## config.mk

```make
export PLATFORM = sky130hd
export DESIGN_NAME = attitude_servo_loop_core
export DESIGN_NICKNAME = d
export VERILOG_FILES = /design/src/asl_pkg.sv /design/src/attitude_servo_loop_core.sv /design/src/asl_sermul.sv /design/src/asl_serdiv.sv
export SDC_FILE = /design/constraint.sdc
export NUM_CORES = 2
export LEC_CHECK = 0
export BUFFER_PORTS_ARGS = -buffer_cell sky130_fd_sc_hd__buf_2
export CAP_MARGIN = 20
export CORE_MARGIN = 2
export CORE_UTILIZATION = 35
export CTS_BUF_LIST = sky130_fd_sc_hd__clkbuf_16
export CTS_CLUSTER_DIAMETER = 80
export DETAILED_ROUTE_END_ITERATION = 16
export GPL_ROUTABILITY_DRIVEN = 0
export PLACE_DENSITY = 0.62
export REMOVE_ABC_BUFFERS = 1
export SYNTH_ARGS = -nofsm -noshare
export SYNTH_HDL_FRONTEND = slang
export SYNTH_SLANG_ARGS = --single-unit
```

## constraint.sdc

```tcl
create_clock -name clk_i -period 9.77 [get_ports clk_i]
set_input_delay 0.4885 -clock clk_i [delete_from_list [all_inputs] [get_ports clk_i]]
set_output_delay 0.4885 -clock clk_i [all_outputs]
set_load 0.02 [all_outputs]
```

## src/asl_pkg.sv

```systemverilog
package asl_pkg;

  localparam int unsigned AVG_COUNT_DEF     = 50;
  localparam int unsigned QUANT_BITS_DEF    = 3;
  localparam int unsigned ERROR_LIMIT_DEF   = 100;
  localparam int unsigned INVERT_TARGET_DEF = 0;

  localparam int unsigned MUL_AW = 28;
  localparam int unsigned MUL_BW = 16;
  localparam int unsigned MUL_PW = 44;
  localparam int unsigned DIV_NW = 42;
  localparam int unsigned DIV_DW = 15;

  localparam logic [14:0] FILT_DEN  = 15'd24001;
  localparam logic [15:0] FILT_NUM  = 16'd23999;
  localparam logic [10:0] NAV_SCALE = 11'd1485;
  localparam logic [1:0]  STATUS_OK = 2'b11;

  typedef enum logic [2:0] {
    REG_AXIS_LABEL,
    REG_INPUT_LIMIT,
    REG_PWM_MIN,
    REG_PWM_MAX,
    REG_PWM_GAIN,
    REG_PWM_OFFSET,
    REG_SENSOR_OFFSET,
    REG_SENSOR_GAIN
  } reg_idx_e;

  typedef enum logic [3:0] {
    S_IDLE,
    S_FMUL,
    S_FMUL_W,
    S_FDIV,
    S_FDIV_W,
    S_PMUL,
    S_PMUL_W,
    S_SMUL,
    S_SMUL_W,
    S_ADIV,
    S_ADIV_W,
    S_OUT
  } state_e;

  typedef struct packed {
    logic        kind;
    logic [9:0]  encoder_sample;
    logic [31:0] nav_word;
  } in_t;

  typedef struct packed {
    logic [13:0]        pwm_code;
    logic signed [23:0] feedback_angle;
  } out_t;

endpackage

```

## src/attitude_servo_loop_core.sv

```systemverilog
// Navigation word: taken while idle, no result; one may follow every cycle.
// Control tick: bit-serial passes run in turn, filter multiply, filter divide, PWM multiply,
// sensor multiply and, when the tick closes an averaging block, average divide (three
// multiplier passes, one or two divider passes). The next item is taken the cycle after
// the result is loaded, later while an earlier result still waits on the output.
// Asynchronous active-low reset restores register defaults and clears all loop state.
module attitude_servo_loop_core #(
  parameter int unsigned AVG_COUNT     = asl_pkg::AVG_COUNT_DEF,
  parameter int unsigned QUANT_BITS    = asl_pkg::QUANT_BITS_DEF,
  parameter int unsigned ERROR_LIMIT   = asl_pkg::ERROR_LIMIT_DEF,
  parameter int unsigned INVERT_TARGET = asl_pkg::INVERT_TARGET_DEF
) (
  input  logic          clk_i,
  input  logic          rst_ni,
  input  logic          in_valid_i,
  output logic          in_ready_o,
  input  asl_pkg::in_t  in_data_i,
  output logic          out_valid_o,
  input  logic          out_ready_i,
  output asl_pkg::out_t out_data_o,
  input  logic          cfg_we_i,
  input  logic [2:0]    cfg_idx_i,
  input  logic [15:0]   cfg_data_i
);

  localparam int unsigned PW = asl_pkg::MUL_PW;
  localparam int unsigned NW = asl_pkg::DIV_NW;
  localparam logic signed [29:0] ELIM = 30'(ERROR_LIMIT * 65536);
  localparam logic [13:0] QMASK = ~((14'd1 << QUANT_BITS) - 14'd1);
  localparam logic [9:0]  AVG_N = 10'(AVG_COUNT);

  asl_pkg::state_e state_q, state_d;

  logic [7:0]  label_q, label_d;
  logic [6:0]  ilim_q, ilim_d;
  logic [13:0] pmin_q, pmin_d, pmax_q, pmax_d, poff_q, poff_d;
  logic [9:0]  pgain_q, pgain_d, soff_q, soff_d;
  logic [15:0] sgain_q, sgain_d;

  logic signed [23:0] target_q, target_d, fb_q, fb_d;
  logic signed [26:0] perr_q, perr_d, err_q, err_d;
  logic signed [27:0] py_q, py_d;
  logic signed [31:0] sum_q, sum_d;
  logic [9:0]         cnt_q, cnt_d, sample_q, sample_d;
  logic signed [PW-1:0] num_q, num_d;
  logic [13:0]        code_q, code_d;
  logic               out_valid_q, out_valid_d;
  asl_pkg::out_t      out_q, out_d;

  logic                          mul_start, mul_done;
  logic signed [asl_pkg::MUL_AW-1:0] mul_a;
  logic [asl_pkg::MUL_BW-1:0]    mul_b;
  logic signed [PW-1:0]          mul_p;
  logic                          div_start, div_done;
  logic [NW-1:0]                 div_n, div_q;
  logic [asl_pkg::DIV_DW-1:0]    div_d;

  logic signed [18:0] nav_raw;
  logic signed [30:0] nav_deg;
  logic signed [25:0] nav_fl, nav_lim;
  logic signed [24:0] diff;
  logic signed [29:0] err_w;
  logic signed [PW-1:0] mag, t;
  logic signed [27:0] code_w;
  logic signed [10:0] sdiff;
  logic signed [PW-1:0] sum_w;
  logic [9:0]         cnt_w;
  logic [32:0]        sum_mag;
  logic signed [NW:0] avg_w;

  asl_sermul u_mul (
    .clk_i  (clk_i),
    .rst_ni (rst_ni),
    .start_i(mul_start),
    .a_i    (mul_a),
    .b_i    (mul_b),
    .done_o (mul_done),
    .p_o    (mul_p)
  );

  asl_serdiv u_div (
    .clk_i  (clk_i),
    .rst_ni (rst_ni),
    .start_i(div_start),
    .n_i    (div_n),
    .d_i    (div_d),
    .done_o (div_done),
    .q_o    (div_q)
  );

  always_comb begin
    state_d     = state_q;
    label_d     = label_q;
    ilim_d      = ilim_q;
    pmin_d      = pmin_q;
    pmax_d      = pmax_q;
    pgain_d     = pgain_q;
    poff_d      = poff_q;
    soff_d      = soff_q;
    sgain_d     = sgain_q;
    target_d    = target_q;
    fb_d        = fb_q;
    perr_d      = perr_q;
    err_d       = err_q;
    py_d        = py_q;
    sum_d       = sum_q;
    cnt_d       = cnt_q;
    sample_d    = sample_q;
    num_d       = num_q;
    code_d      = code_q;
    out_valid_d = out_valid_q;
    out_d       = out_q;
    in_ready_o  = 1'b0;
    mul_start   = 1'b0;
    mul_a       = py_q;
    mul_b       = asl_pkg::FILT_NUM;
    div_start   = 1'b0;
    div_n       = '0;
    div_d       = asl_pkg::FILT_DEN;

    nav_raw = $signed(in_data_i.nav_word[28:10]);
    nav_deg = 31'(nav_raw) * $signed({1'b0, asl_pkg::NAV_SCALE});
    if (INVERT_TARGET != 0) begin
      nav_deg = -nav_deg;
    end
    nav_fl  = 26'(nav_deg >>> 5);
    nav_lim = $signed({3'b000, ilim_q, 16'h0000});

    diff  = 25'(target_q) - 25'(fb_q);
    err_w = 30'(diff) <<< 5;
    if (err_w > ELIM) begin
      err_w = ELIM;
    end else if (err_w < -ELIM) begin
      err_w = -ELIM;
    end

    mag = num_q[PW-1] ? -num_q : num_q;

    t = mul_p + PW'($signed({1'b0, poff_q, 16'h0000}));
    if (t[PW-1]) begin
      t = t + PW'(65535);
    end
    code_w = 28'(t >>> 16);
    if (code_w > $signed({14'd0, pmax_q})) begin
      code_w = $signed({14'd0, pmax_q});
    end
    if (code_w < $signed({14'd0, pmin_q})) begin
      code_w = $signed({14'd0, pmin_q});
    end

    sdiff = $signed({1'b0, sample_q}) - $signed({1'b0, soff_q});
    sum_w = PW'(sum_q) + mul_p;
    if (sum_w > PW'(32'sh7FFF_FFFF)) begin
      sum_w = PW'(32'sh7FFF_FFFF);
    end else if (sum_w < -PW'(33'sh0_8000_0000)) begin
      sum_w = -PW'(33'sh0_8000_0000);
    end
    cnt_w = cnt_q + 10'd1;

    sum_mag = sum_q[31] ? -33'(sum_q) : 33'(sum_q);
    avg_w   = sum_q[31] ? -$signed({1'b0, div_q}) : $signed({1'b0, div_q});
    if (avg_w > (NW+1)'(24'sh7F_FFFF)) begin
      avg_w = (NW+1)'(24'sh7F_FFFF);
    end else if (avg_w < (NW+1)'(-25'sh80_0000)) begin
      avg_w = (NW+1)'(-25'sh80_0000);
    end

    if (out_valid_q && out_ready_i) begin
      out_valid_d = 1'b0;
    end

    unique case (state_q)
      asl_pkg::S_IDLE: begin
        in_ready_o = 1'b1;
        if (in_valid_i) begin
          if (in_data_i.kind) begin
            if (in_data_i.nav_word[7:0] == label_q &&
                in_data_i.nav_word[30:29] == asl_pkg::STATUS_OK) begin
              if (nav_fl > nav_lim) begin
                target_d = 24'(nav_lim);
              end else if (nav_fl < -nav_lim) begin
                target_d = 24'(-nav_lim);
              end else begin
                target_d = 24'(nav_fl);
              end
            end
          end else begin
            sample_d = in_data_i.encoder_sample;
            err_d    = 27'(err_w);
            state_d  = asl_pkg::S_FMUL;
          end
        end
      end
      asl_pkg::S_FMUL: begin
        mul_start = 1'b1;
        state_d   = asl_pkg::S_FMUL_W;
      end
      asl_pkg::S_FMUL_W: begin
        if (mul_done) begin
          num_d   = PW'(err_q) + PW'(perr_q) + mul_p;
          state_d = asl_pkg::S_FDIV;
        end
      end
      asl_pkg::S_FDIV: begin
        div_start = 1'b1;
        div_n     = mag[NW-1:0];
        state_d   = asl_pkg::S_FDIV_W;
      end
      asl_pkg::S_FDIV_W: begin
        if (div_done) begin
          py_d    = num_q[PW-1] ? -$signed(div_q[27:0]) : $signed(div_q[27:0]);
          perr_d  = err_q;
          state_d = asl_pkg::S_PMUL;
        end
      end
      asl_pkg::S_PMUL: begin
        mul_start = 1'b1;
        mul_b     = {6'd0, pgain_q};
        state_d   = asl_pkg::S_PMUL_W;
      end
      asl_pkg::S_PMUL_W: begin
        if (mul_done) begin
          code_d  = code_w[13:0] & QMASK;
          state_d = asl_pkg::S_SMUL;
        end
      end
      asl_pkg::S_SMUL: begin
        mul_start = 1'b1;
        mul_a     = 28'(sdiff);
        mul_b     = sgain_q;
        state_d   = asl_pkg::S_SMUL_W;
      end
      asl_pkg::S_SMUL_W: begin
        if (mul_done) begin
          sum_d = 32'(sum_w);
          cnt_d = cnt_w;
          if (cnt_w >= AVG_N) begin
            state_d = asl_pkg::S_ADIV;
          end else begin
            state_d = asl_pkg::S_OUT;
          end
        end
      end
      asl_pkg::S_ADIV: begin
        div_start = 1'b1;
        div_n     = NW'(sum_mag);
        div_d     = asl_pkg::DIV_DW'(AVG_COUNT);
        state_d   = asl_pkg::S_ADIV_W;
      end
      asl_pkg::S_ADIV_W: begin
        if (div_done) begin
          fb_d    = 24'(avg_w);
          sum_d   = '0;
          cnt_d   = '0;
          state_d = asl_pkg::S_OUT;
        end
      end
      asl_pkg::S_OUT: begin
        if (!out_valid_q || out_ready_i) begin
          out_valid_d          = 1'b1;
          out_d.pwm_code       = code_q;
          out_d.feedback_angle = fb_q;
          state_d              = asl_pkg::S_IDLE;
        end
      end
      default: begin
        state_d = asl_pkg::S_IDLE;
      end
    endcase

    if (cfg_we_i) begin
      unique case (asl_pkg::reg_idx_e'(cfg_idx_i))
        asl_pkg::REG_AXIS_LABEL:    label_d = cfg_data_i[7:0];
        asl_pkg::REG_INPUT_LIMIT:   ilim_d  = cfg_data_i[6:0];
        asl_pkg::REG_PWM_MIN:       pmin_d  = cfg_data_i[13:0];
        asl_pkg::REG_PWM_MAX:       pmax_d  = cfg_data_i[13:0];
        asl_pkg::REG_PWM_GAIN:      pgain_d = cfg_data_i[9:0];
        asl_pkg::REG_PWM_OFFSET:    poff_d  = cfg_data_i[13:0];
        asl_pkg::REG_SENSOR_OFFSET: soff_d  = cfg_data_i[9:0];
        asl_pkg::REG_SENSOR_GAIN:   sgain_d = cfg_data_i;
        default:                    label_d = label_q;
      endcase
    end
  end

  always_ff @(posedge clk_i or negedge rst_ni) begin
    if (!rst_ni) begin
      state_q     <= asl_pkg::S_IDLE;
      label_q     <= 8'd212;
      ilim_q      <= 7'd5;
      pmin_q      <= 14'd5150;
      pmax_q      <= 14'd8850;
      pgain_q     <= 10'd368;
      poff_q      <= 14'd7000;
      soff_q      <= 10'd347;
      sgain_q     <= 16'd2018;
      target_q    <= '0;
      fb_q        <= '0;
      perr_q      <= '0;
      py_q        <= '0;
      sum_q       <= '0;
      cnt_q       <= '0;
      out_valid_q <= 1'b0;
    end else begin
      state_q     <= state_d;
      label_q     <= label_d;
      ilim_q      <= ilim_d;
      pmin_q      <= pmin_d;
      pmax_q      <= pmax_d;
      pgain_q     <= pgain_d;
      poff_q      <= poff_d;
      soff_q      <= soff_d;
      sgain_q     <= sgain_d;
      target_q    <= target_d;
      fb_q        <= fb_d;
      perr_q      <= perr_d;
      py_q        <= py_d;
      sum_q       <= sum_d;
      cnt_q       <= cnt_d;
      out_valid_q <= out_valid_d;
    end
  end

  always_ff @(posedge clk_i) begin
    err_q    <= err_d;
    sample_q <= sample_d;
    num_q    <= num_d;
    code_q   <= code_d;
    out_q    <= out_d;
  end

  assign out_valid_o = out_valid_q;
  assign out_data_o  = out_q;

endmodule

```

## src/asl_sermul.sv

```systemverilog
module asl_sermul #(
  parameter int unsigned AW = asl_pkg::MUL_AW,
  parameter int unsigned BW = asl_pkg::MUL_BW,
  parameter int unsigned PW = asl_pkg::MUL_PW
) (
  input  logic                 clk_i,
  input  logic                 rst_ni,
  input  logic                 start_i,
  input  logic signed [AW-1:0] a_i,
  input  logic        [BW-1:0] b_i,
  output logic                 done_o,
  output logic signed [PW-1:0] p_o
);

  localparam int unsigned CW = $clog2(BW + 1);

  logic          run_q, run_d;
  logic [CW-1:0] cnt_q, cnt_d;
  logic [PW-1:0] acc_q, acc_d, a_q, a_d;
  logic [BW-1:0] b_q, b_d;
  logic          done_q, done_d;

  always_comb begin
    run_d  = run_q;
    cnt_d  = cnt_q;
    acc_d  = acc_q;
    a_d    = a_q;
    b_d    = b_q;
    done_d = 1'b0;
    if (start_i) begin
      run_d = 1'b1;
      cnt_d = '0;
      acc_d = '0;
      a_d   = PW'(a_i);
      b_d   = b_i;
    end else if (run_q) begin
      if (b_q[0]) begin
        acc_d = acc_q + a_q;
      end
      a_d   = a_q << 1;
      b_d   = b_q >> 1;
      cnt_d = cnt_q + 1'b1;
      if (cnt_q == CW'(BW - 1)) begin
        run_d  = 1'b0;
        done_d = 1'b1;
      end
    end
  end

  always_ff @(posedge clk_i or negedge rst_ni) begin
    if (!rst_ni) begin
      run_q  <= 1'b0;
      cnt_q  <= '0;
      done_q <= 1'b0;
    end else begin
      run_q  <= run_d;
      cnt_q  <= cnt_d;
      done_q <= done_d;
    end
  end

  always_ff @(posedge clk_i) begin
    acc_q <= acc_d;
    a_q   <= a_d;
    b_q   <= b_d;
  end

  assign done_o = done_q;
  assign p_o    = $signed(acc_q);

endmodule

```

## src/asl_serdiv.sv

```systemverilog
module asl_serdiv #(
  parameter int unsigned NW = asl_pkg::DIV_NW,
  parameter int unsigned DW = asl_pkg::DIV_DW
) (
  input  logic          clk_i,
  input  logic          rst_ni,
  input  logic          start_i,
  input  logic [NW-1:0] n_i,
  input  logic [DW-1:0] d_i,
  output logic          done_o,
  output logic [NW-1:0] q_o
);

  localparam int unsigned CW = $clog2(NW + 1);

  logic          run_q, run_d;
  logic [CW-1:0] cnt_q, cnt_d;
  logic [NW-1:0] n_q, n_d;
  logic [DW-1:0] d_q, d_d, rem_q, rem_d;
  logic [DW:0]   trial;
  logic          done_q, done_d;

  always_comb begin
    run_d  = run_q;
    cnt_d  = cnt_q;
    n_d    = n_q;
    d_d    = d_q;
    rem_d  = rem_q;
    done_d = 1'b0;
    trial  = {rem_q, n_q[NW-1]};
    if (start_i) begin
      run_d = 1'b1;
      cnt_d = '0;
      n_d   = n_i;
      d_d   = d_i;
      rem_d = '0;
    end else if (run_q) begin
      if (trial >= {1'b0, d_q}) begin
        rem_d = DW'(trial - {1'b0, d_q});
        n_d   = {n_q[NW-2:0], 1'b1};
      end else begin
        rem_d = trial[DW-1:0];
        n_d   = {n_q[NW-2:0], 1'b0};
      end
      cnt_d = cnt_q + 1'b1;
      if (cnt_q == CW'(NW - 1)) begin
        run_d  = 1'b0;
        done_d = 1'b1;
      end
    end
  end

  always_ff @(posedge clk_i or negedge rst_ni) begin
    if (!rst_ni) begin
      run_q  <= 1'b0;
      cnt_q  <= '0;
      done_q <= 1'b0;
    end else begin
      run_q  <= run_d;
      cnt_q  <= cnt_d;
      done_q <= done_d;
    end
  end

  always_ff @(posedge clk_i) begin
    n_q   <= n_d;
    d_q   <= d_d;
    rem_q <= rem_d;
  end

  assign done_o = done_q;
  assign q_o    = n_q;

endmodule

```

### Word level (Yosys, flattened, before mapping)

Index checks and enable logic that the tools add are counted.

* register bits after elaboration: 561
* bits of input ports: 67
* output and inout bits: 40
* word-level logic and storage cells: 190

* $add $sub $neg: 17
* multipliers: 1
* $lt $le $gt $ge: 12
* eq/ne operators: 30
* multiplexer cells: 64
* bitwise operators: 1
* reductions and logical operators: 30

Operators by type and width (count)
* 44-bit two-way mux: 3
* 32-bit two-way mux: 4
* 42-bit two-way mux: 3
* 24-bit two-way mux: 4
* 28-bit two-way mux: 3
* 42-bit one-hot mux with 2 select lines: 1
* 32-bit one-hot mux with 2 select lines: 1
* 4-bit one-hot mux with 12 select lines: 1
* 28-bit by 44-bit adder with 44-bit output: 1
* 32-bit by 44-bit adder with 44-bit output: 1
* 44-bit by 17-bit adder with 44-bit output, second input constant: 1
* 44-bit by 31-bit adder with 44-bit output: 1
* 44-bit adder: 1
* 44-bit by 32-bit > comparator with 1-bit output, second input constant: 1
* 44-bit by 32-bit < comparator with 1-bit output, second input constant: 1
* 43-bit by 24-bit > comparator with 1-bit output, second input constant: 1
* 43-bit by 24-bit < comparator with 1-bit output, second input constant: 1
* 43-bit two-way mux: 1
* 42-bit negation with 43-bit output: 1
* 42-bit negation: 1
* 33-bit two-way mux: 1
* 32-bit negation with 33-bit output: 1
* 16-bit two-way mux: 2
* 4-bit two-way mux: 8
* 54 further kinds: 111

### Longest topological paths before layout

* word-level depth: 7
* mapped depth: 38
* gate-level depth less buffers: 35

### Hierarchy

A second synthesis with hierarchy kept.

* cell total of the unflattened synthesis: 4512
* area total of the unflattened synthesis: 43400.4 sq um

Modules (own cells, without submodules)
* attitude_servo_loop_core: instances 1, cells an instance 3496, area an instance 32633.8 sq um
* asl_sermul: instances 1, cells an instance 694, area an instance 6716.4 sq um
* asl_serdiv: instances 1, cells an instance 322, area an instance 4050.1 sq um

### Least setup slack after synthesis

No wires, ideal clock.

* path kind: input to register
* start point: input in_data_i[13] in the netlist's numbering
* end point: register target_q[10]
* library setup time: 0.095 ns
* arrival time: 6.994 ns
* required time: 9.675 ns
* slack: 2.680 ns
* cell stages on the path: 29
* path buffers: 2
* cell sequence: fa_1 ha_1 inv_1 fa_1 inv_1 fa_1 fa_1 ha_1 or3_1 a21oi_1 o31ai_1 a21oi_1 o21ai_0 a211oi_1 nor2_1 xnor2_1 ha_1 nand4_1 nor4b_1 nand3_1 nor4_1 nand3_1 nor4bb_1 a31oi_1 o31a_1 or2_2 clkbuf_1 clkbuf_1 o31ai_1

* cells in the longest elaborated chain, start to end: 4
* elaborated cells on any way between the ends: 5

Ends and longest elaborated chain
* start: declaration: line attitude_servo_loop_core.sv:17 `input asl_pkg::in_t in_data_i,`
* 19-bit by 12-bit multiplier with 31-bit output *: line attitude_servo_loop_core.sv:122 `nav_deg = 31'(nav_raw) * $signed({1'b0, asl_pkg::NAV_SCALE});`
* 26-bit < comparator: line attitude_servo_loop_core.sv:181 `end else if (nav_fl < -nav_lim) begin`
* 24-bit two-way mux: line attitude_servo_loop_core.sv:181
* 24-bit two-way mux *: line attitude_servo_loop_core.sv:179 `if (nav_fl > nav_lim) begin`
* end signal: assignment: line attitude_servo_loop_core.sv:314 `target_q <= target_d;`
* end: declaration: line attitude_servo_loop_core.sv:40 `logic signed [23:0] target_q, target_d, fb_q, fb_d;`

Mark *: on every way between the ends. The rest lies on a longest branch, timed or not.
A chain may end at the register's enable or synchronous reset.

### Final worst setup path

* start point: register u_mul.acc_q[16] (netlist: u_mul.p_o[16])
* end point: register code_q[11], data pin

* cells in the longest elaborated chain, start to end: 7

Ends and longest elaborated chain
* start: declaration: line asl_sermul.sv:19 `logic [PW-1:0] acc_q, acc_d, a_q, a_d;`
* start signal: assignment: line asl_sermul.sv:63 `acc_q <= acc_d;`
* 44-bit by 31-bit adder with 44-bit output *: line attitude_servo_loop_core.sv:139 `t = mul_p + PW'($signed({1'b0, poff_q, 16'h0000}));`
* 44-bit by 17-bit adder with 44-bit output: line attitude_servo_loop_core.sv:141 `t = t + PW'(65535);`
* 44-bit two-way mux *: line attitude_servo_loop_core.sv:140 `if (t[PW-1]) begin`
* 28-bit by 15-bit > comparator with 1-bit output: line attitude_servo_loop_core.sv:144 `if (code_w > $signed({14'd0, pmax_q})) begin`
* 28-bit two-way mux *: line attitude_servo_loop_core.sv:144
* 28-bit by 15-bit < comparator with 1-bit output: line attitude_servo_loop_core.sv:147 `if (code_w < $signed({14'd0, pmin_q})) begin`
* 14-bit two-way mux *: line attitude_servo_loop_core.sv:147
* net code_w[11]: line attitude_servo_loop_core.sv:64 `logic signed [27:0] code_w;`
* end signal: assignment: line attitude_servo_loop_core.sv:328 `code_q <= code_d;`
* end: declaration: line attitude_servo_loop_core.sv:46 `logic [13:0] code_q, code_d;`

Mark *: on every way through the listed nets, which the timed path passes. The rest lies on a longest branch.

==> metrics.txt <==
layout cell share with drive strength beyond 1=0.111; initial core utilization=0.352; count of endpoints failing hold in the final timing report=0; estimated wirelength of the detail-placed design=78.5 mm; path type of the worst setup path=reg -> reg; most area-hungry cell type in the Yosys netlist=sky130_fd_sc_hd__edfxtp_1; final worst path period need=8640 ps; setup slack after placement=1230 ps; Clock Pin Slew Worst Setup and Hold Paths=60 ps; final sum of negative setup slack=0 ps; warning count from the yosys run=0; clock tree from TritonCTS=yes; outcome=completed; Int Pwr=5.19 mW; length of the first detailed-routing pass in iterations=5; number of clock sinks=537; number of enable flip-flop cells after synthesis=225; layout-stage area growth over the synthesis result=11.2%; remaining design rule violation count=0; crit share post-route=0.884; largest buffer count on any clock path=3; most common cell in the netlist=sky130_fd_sc_hd__nand2_1; fraction of power consumed by the clock network=0.323; combinational fraction of design power=0.355; wire length of the first global-routing pass=167 mm; post-cts resize count=0; Crit. End Element=flip-flop; depth of the CTS H-tree=2; vias=30,900; number of hold buffers added after CTS=9; async set-or-reset flop fraction in the synthesized netlist=0.471; most frequent cells after synthesis=sky130_fd_sc_hd__nand2_1, sky130_fd_sc_hd__ha_1, sky130_fd_sc_hd__o21ai_0, sky130_fd_sc_hd__a21oi_1, sky130_fd_sc_hd__inv_1; transition time of the tightest slew-check pin=1100 ps; Clock Latency Late Sink=660 ps; WP data required=10,170 ps; worst min-delay path class=in -> reg; average wire length per cell after detail routing=18.1 µm; synthesized netlist cell count=4,167; via count of the first global-routing pass=30,300; upper clock frequency limit=116 MHz; antenna violations before repair=1; worst setup skew after layout=21.6 ps; sum of overflow across all layers after global routing=0; count of pins over their slew limit=0; clock buffers created by TritonCTS=60; worst path arrival time=9030 ps; switching part of the total=0.335; number of inserted diodes=0; worst-case headroom to the max-slew limit=0.267; routed wire length=104 mm; overall global routing resource usage=0.177; width of the die=342 µm; synthesized area=0.0401 mm²; postcts setup bufs=0; sequential share of power=0.322; sequential fraction of the synthesis area=0.357; top area cells in the synthesized netlist=sky130_fd_sc_hd__edfxtp_1, sky130_fd_sc_hd__dfrtp_1, sky130_fd_sc_hd__ha_1, sky130_fd_sc_hd__fa_1, sky130_fd_sc_hd__xor2_1; post-synthesis cell type count=93; initial drt markers=2,212; Post-layout nets=4,763; DIE AREA=0.117 mm²; cell area power density=175 mW/mm²; CTS Root Cell=sky130_fd_sc_hd__clkbuf_16; Worst Setup Slack, final=1130 ps; #FFs+latches synth=537; critical path's slowest cell=sky130_fd_sc_hd__o21ai_1; row cnt=124; number of max-cap violations=0; count of port buffers added during placement=100; Critical Path Start Type=flip-flop; floorplan die height=342 µm; floorplan core area=0.114 mm²; maximum number of pins on one net before global-route repair=149; unrepaired setup endpoints after global routing=no; Largest stage delay, worst path=810 ps; Avg Inst Size Synth=9.61 µm²; worst supply voltage drop on vdd=0.000146 V; net switching component of the power=2.61 mW; area fraction of the dominant cell type after synthesis=0.169; standby leakage power=19.1 nW; number of fill cells in the layout=11,300; most instantiated flip-flop cell in the synthesis netlist=sky130_fd_sc_hd__edfxtp_1; number of primary I/O pins=107; number of antenna-violating nets in the routed design=0; final setup violating endpoints=0; mean number of vias per cell=5.34; worst-path maximum fanout=16
==> power by group through the flow <==
stage / Sequential [mW] / Combinational [mW] / Clock [mW]
3_3_place_gp: 2.55 / 2.73 / 0
6_report: 2.51 / 2.77 / 2.53
4_1_cts: 2.51 / 2.81 / 2.58
3_5_place_dp: 2.55 / 2.79 / 0
2_1_floorplan: 2.54 / 2.13 / 0
5_1_grt: 2.52 / 3.17 / 2.66
==> worst max-delay path, delay by kind of cell, from the launching register on <==
| kind | cells | cell delay (ps) |
|---|---|---|
| adder cells (fa/ha/maj) | 3 | 870 |
| AO/OA/AOI/OAI | 10 | 2900 |
| XOR/XNOR | 2 | 820 |
| buffers and inverters | 1 | 240 |
| multiplexers | 2 | 740 |
| AND/OR/NAND/NOR | 12 | 2180 |
| flip-flops | 1 | 620 |
==> layout by cell type, fill, tap and decap left out, drive strengths merged, types with 24 or more instances in the layout <==
| cell | n |
|---|---|
| a211oi | 33 |
| a21o | 106 |
| a21oi | 294 |
| a31oi | 24 |
| and2 | 28 |
| and3 | 33 |
| buf | 139 |
| clkbuf | 65 |
| clkinv | 24 |
| dfrtp | 212 |
| dfstp | 41 |
| dfxtp | 59 |
| edfxtp | 225 |
| fa | 136 |
| ha | 343 |
| inv | 289 |
| mux2 | 144 |
| nand2 | 348 |
| nand2b | 46 |
| nand3 | 77 |
| nand4 | 31 |
| nor2 | 269 |
| nor2b | 45 |
| nor3 | 63 |
| nor4 | 30 |
| o21a | 37 |
| o21ai | 325 |
| o21bai | 27 |
| o221ai | 28 |
| o31ai | 58 |
| or3 | 57 |
| xnor2 | 157 |
| xor2 | 191 |
==> worst paths after layout <==
| path | from | to | slack (ps) | cells past startpoint |
|---|---|---|---|---|
| max | u_mul.p_o[16]$_SDFFE_PN0P_ | code_q[11]$_DFFE_PP_ | 1130 | 30 |
| min | in_data_i[38] | sample_q[6]$_DFFE_PP_ | 30 | 1 |
| max reg2reg | u_mul.p_o[16]$_SDFFE_PN0P_ | code_q[11]$_DFFE_PP_ | 1130 | 30 |
| min reg2reg | code_q[7]$_DFFE_PP_ | out_data_o[31]$_DFFE_PP_ | 420 | 0 |
| max in group asynchronous | rst_ni | perr_q[5]$_DFFE_PN0P_ | 7890 | 3 |
| min in group asynchronous | rst_ni | sum_q[31]$_DFFE_PN0P_ | 500 | 2 |
==> state kept, by name (all words and copies together) (netlist names), 24 cells and up <==
name	cells
u_mul.p_o	44
out_data_o	35
fb_q	24
u_div.q_o	42
py_q	28
sum_q	32
target_q	24
num_q	43
u_mul.a_q	44
==> metrics by stage <==
step	std cells	cell area, µm²	util	hold slack [ps]	power, mW
after global routing	5781	44500	0.391	7.24	8.35
after CTS	5779	44500	0.391	2.42	7.90
final	5781	44500	0.391	33.8	7.81
after detailed placement	5656	42200	0.371	405	5.34
after global placement	5653	42200	0.370	406	5.28
after floorplan	4007	39400	-	193	4.66
==> kinds of logic after synthesis <==
kind of cell             synth area share
AO/OA/AOI/OAI                       0.170
adder cells (fa/ha/maj)             0.175
buffers and inverters              0.0427
XOR/XNOR                           0.0761
flip-flops                          0.357
multiplexers                       0.0440
other                           0.0000936
AND/OR/NAND/NOR                     0.135
==> layer usage <==
metal	global-route usage	part of all wire	wire length [µm]
met2	0.306	0.48	50100
met5	0	0	0
met4	0.0516	0.029	3020
met3	0.0208	0.045	4680
met1	0.233	0.45	46500
==> final cells by class <==
class / instances / area [µm²] / share of cell area
Clock buffer: 65 / 1630 / 0.0365
Multi-Input combinational cell: 3189 / 24100 / 0.541
Clock inverter: 49 / 592 / 0.0133
Sequential cell: 537 / 14300 / 0.322
Inverter: 281 / 1050 / 0.0237
Timing Repair Buffer: 148 / 940 / 0.0211
Tap cell: 1512 / 1890 / 0.0425
Power figures use the tool's default switching activity.
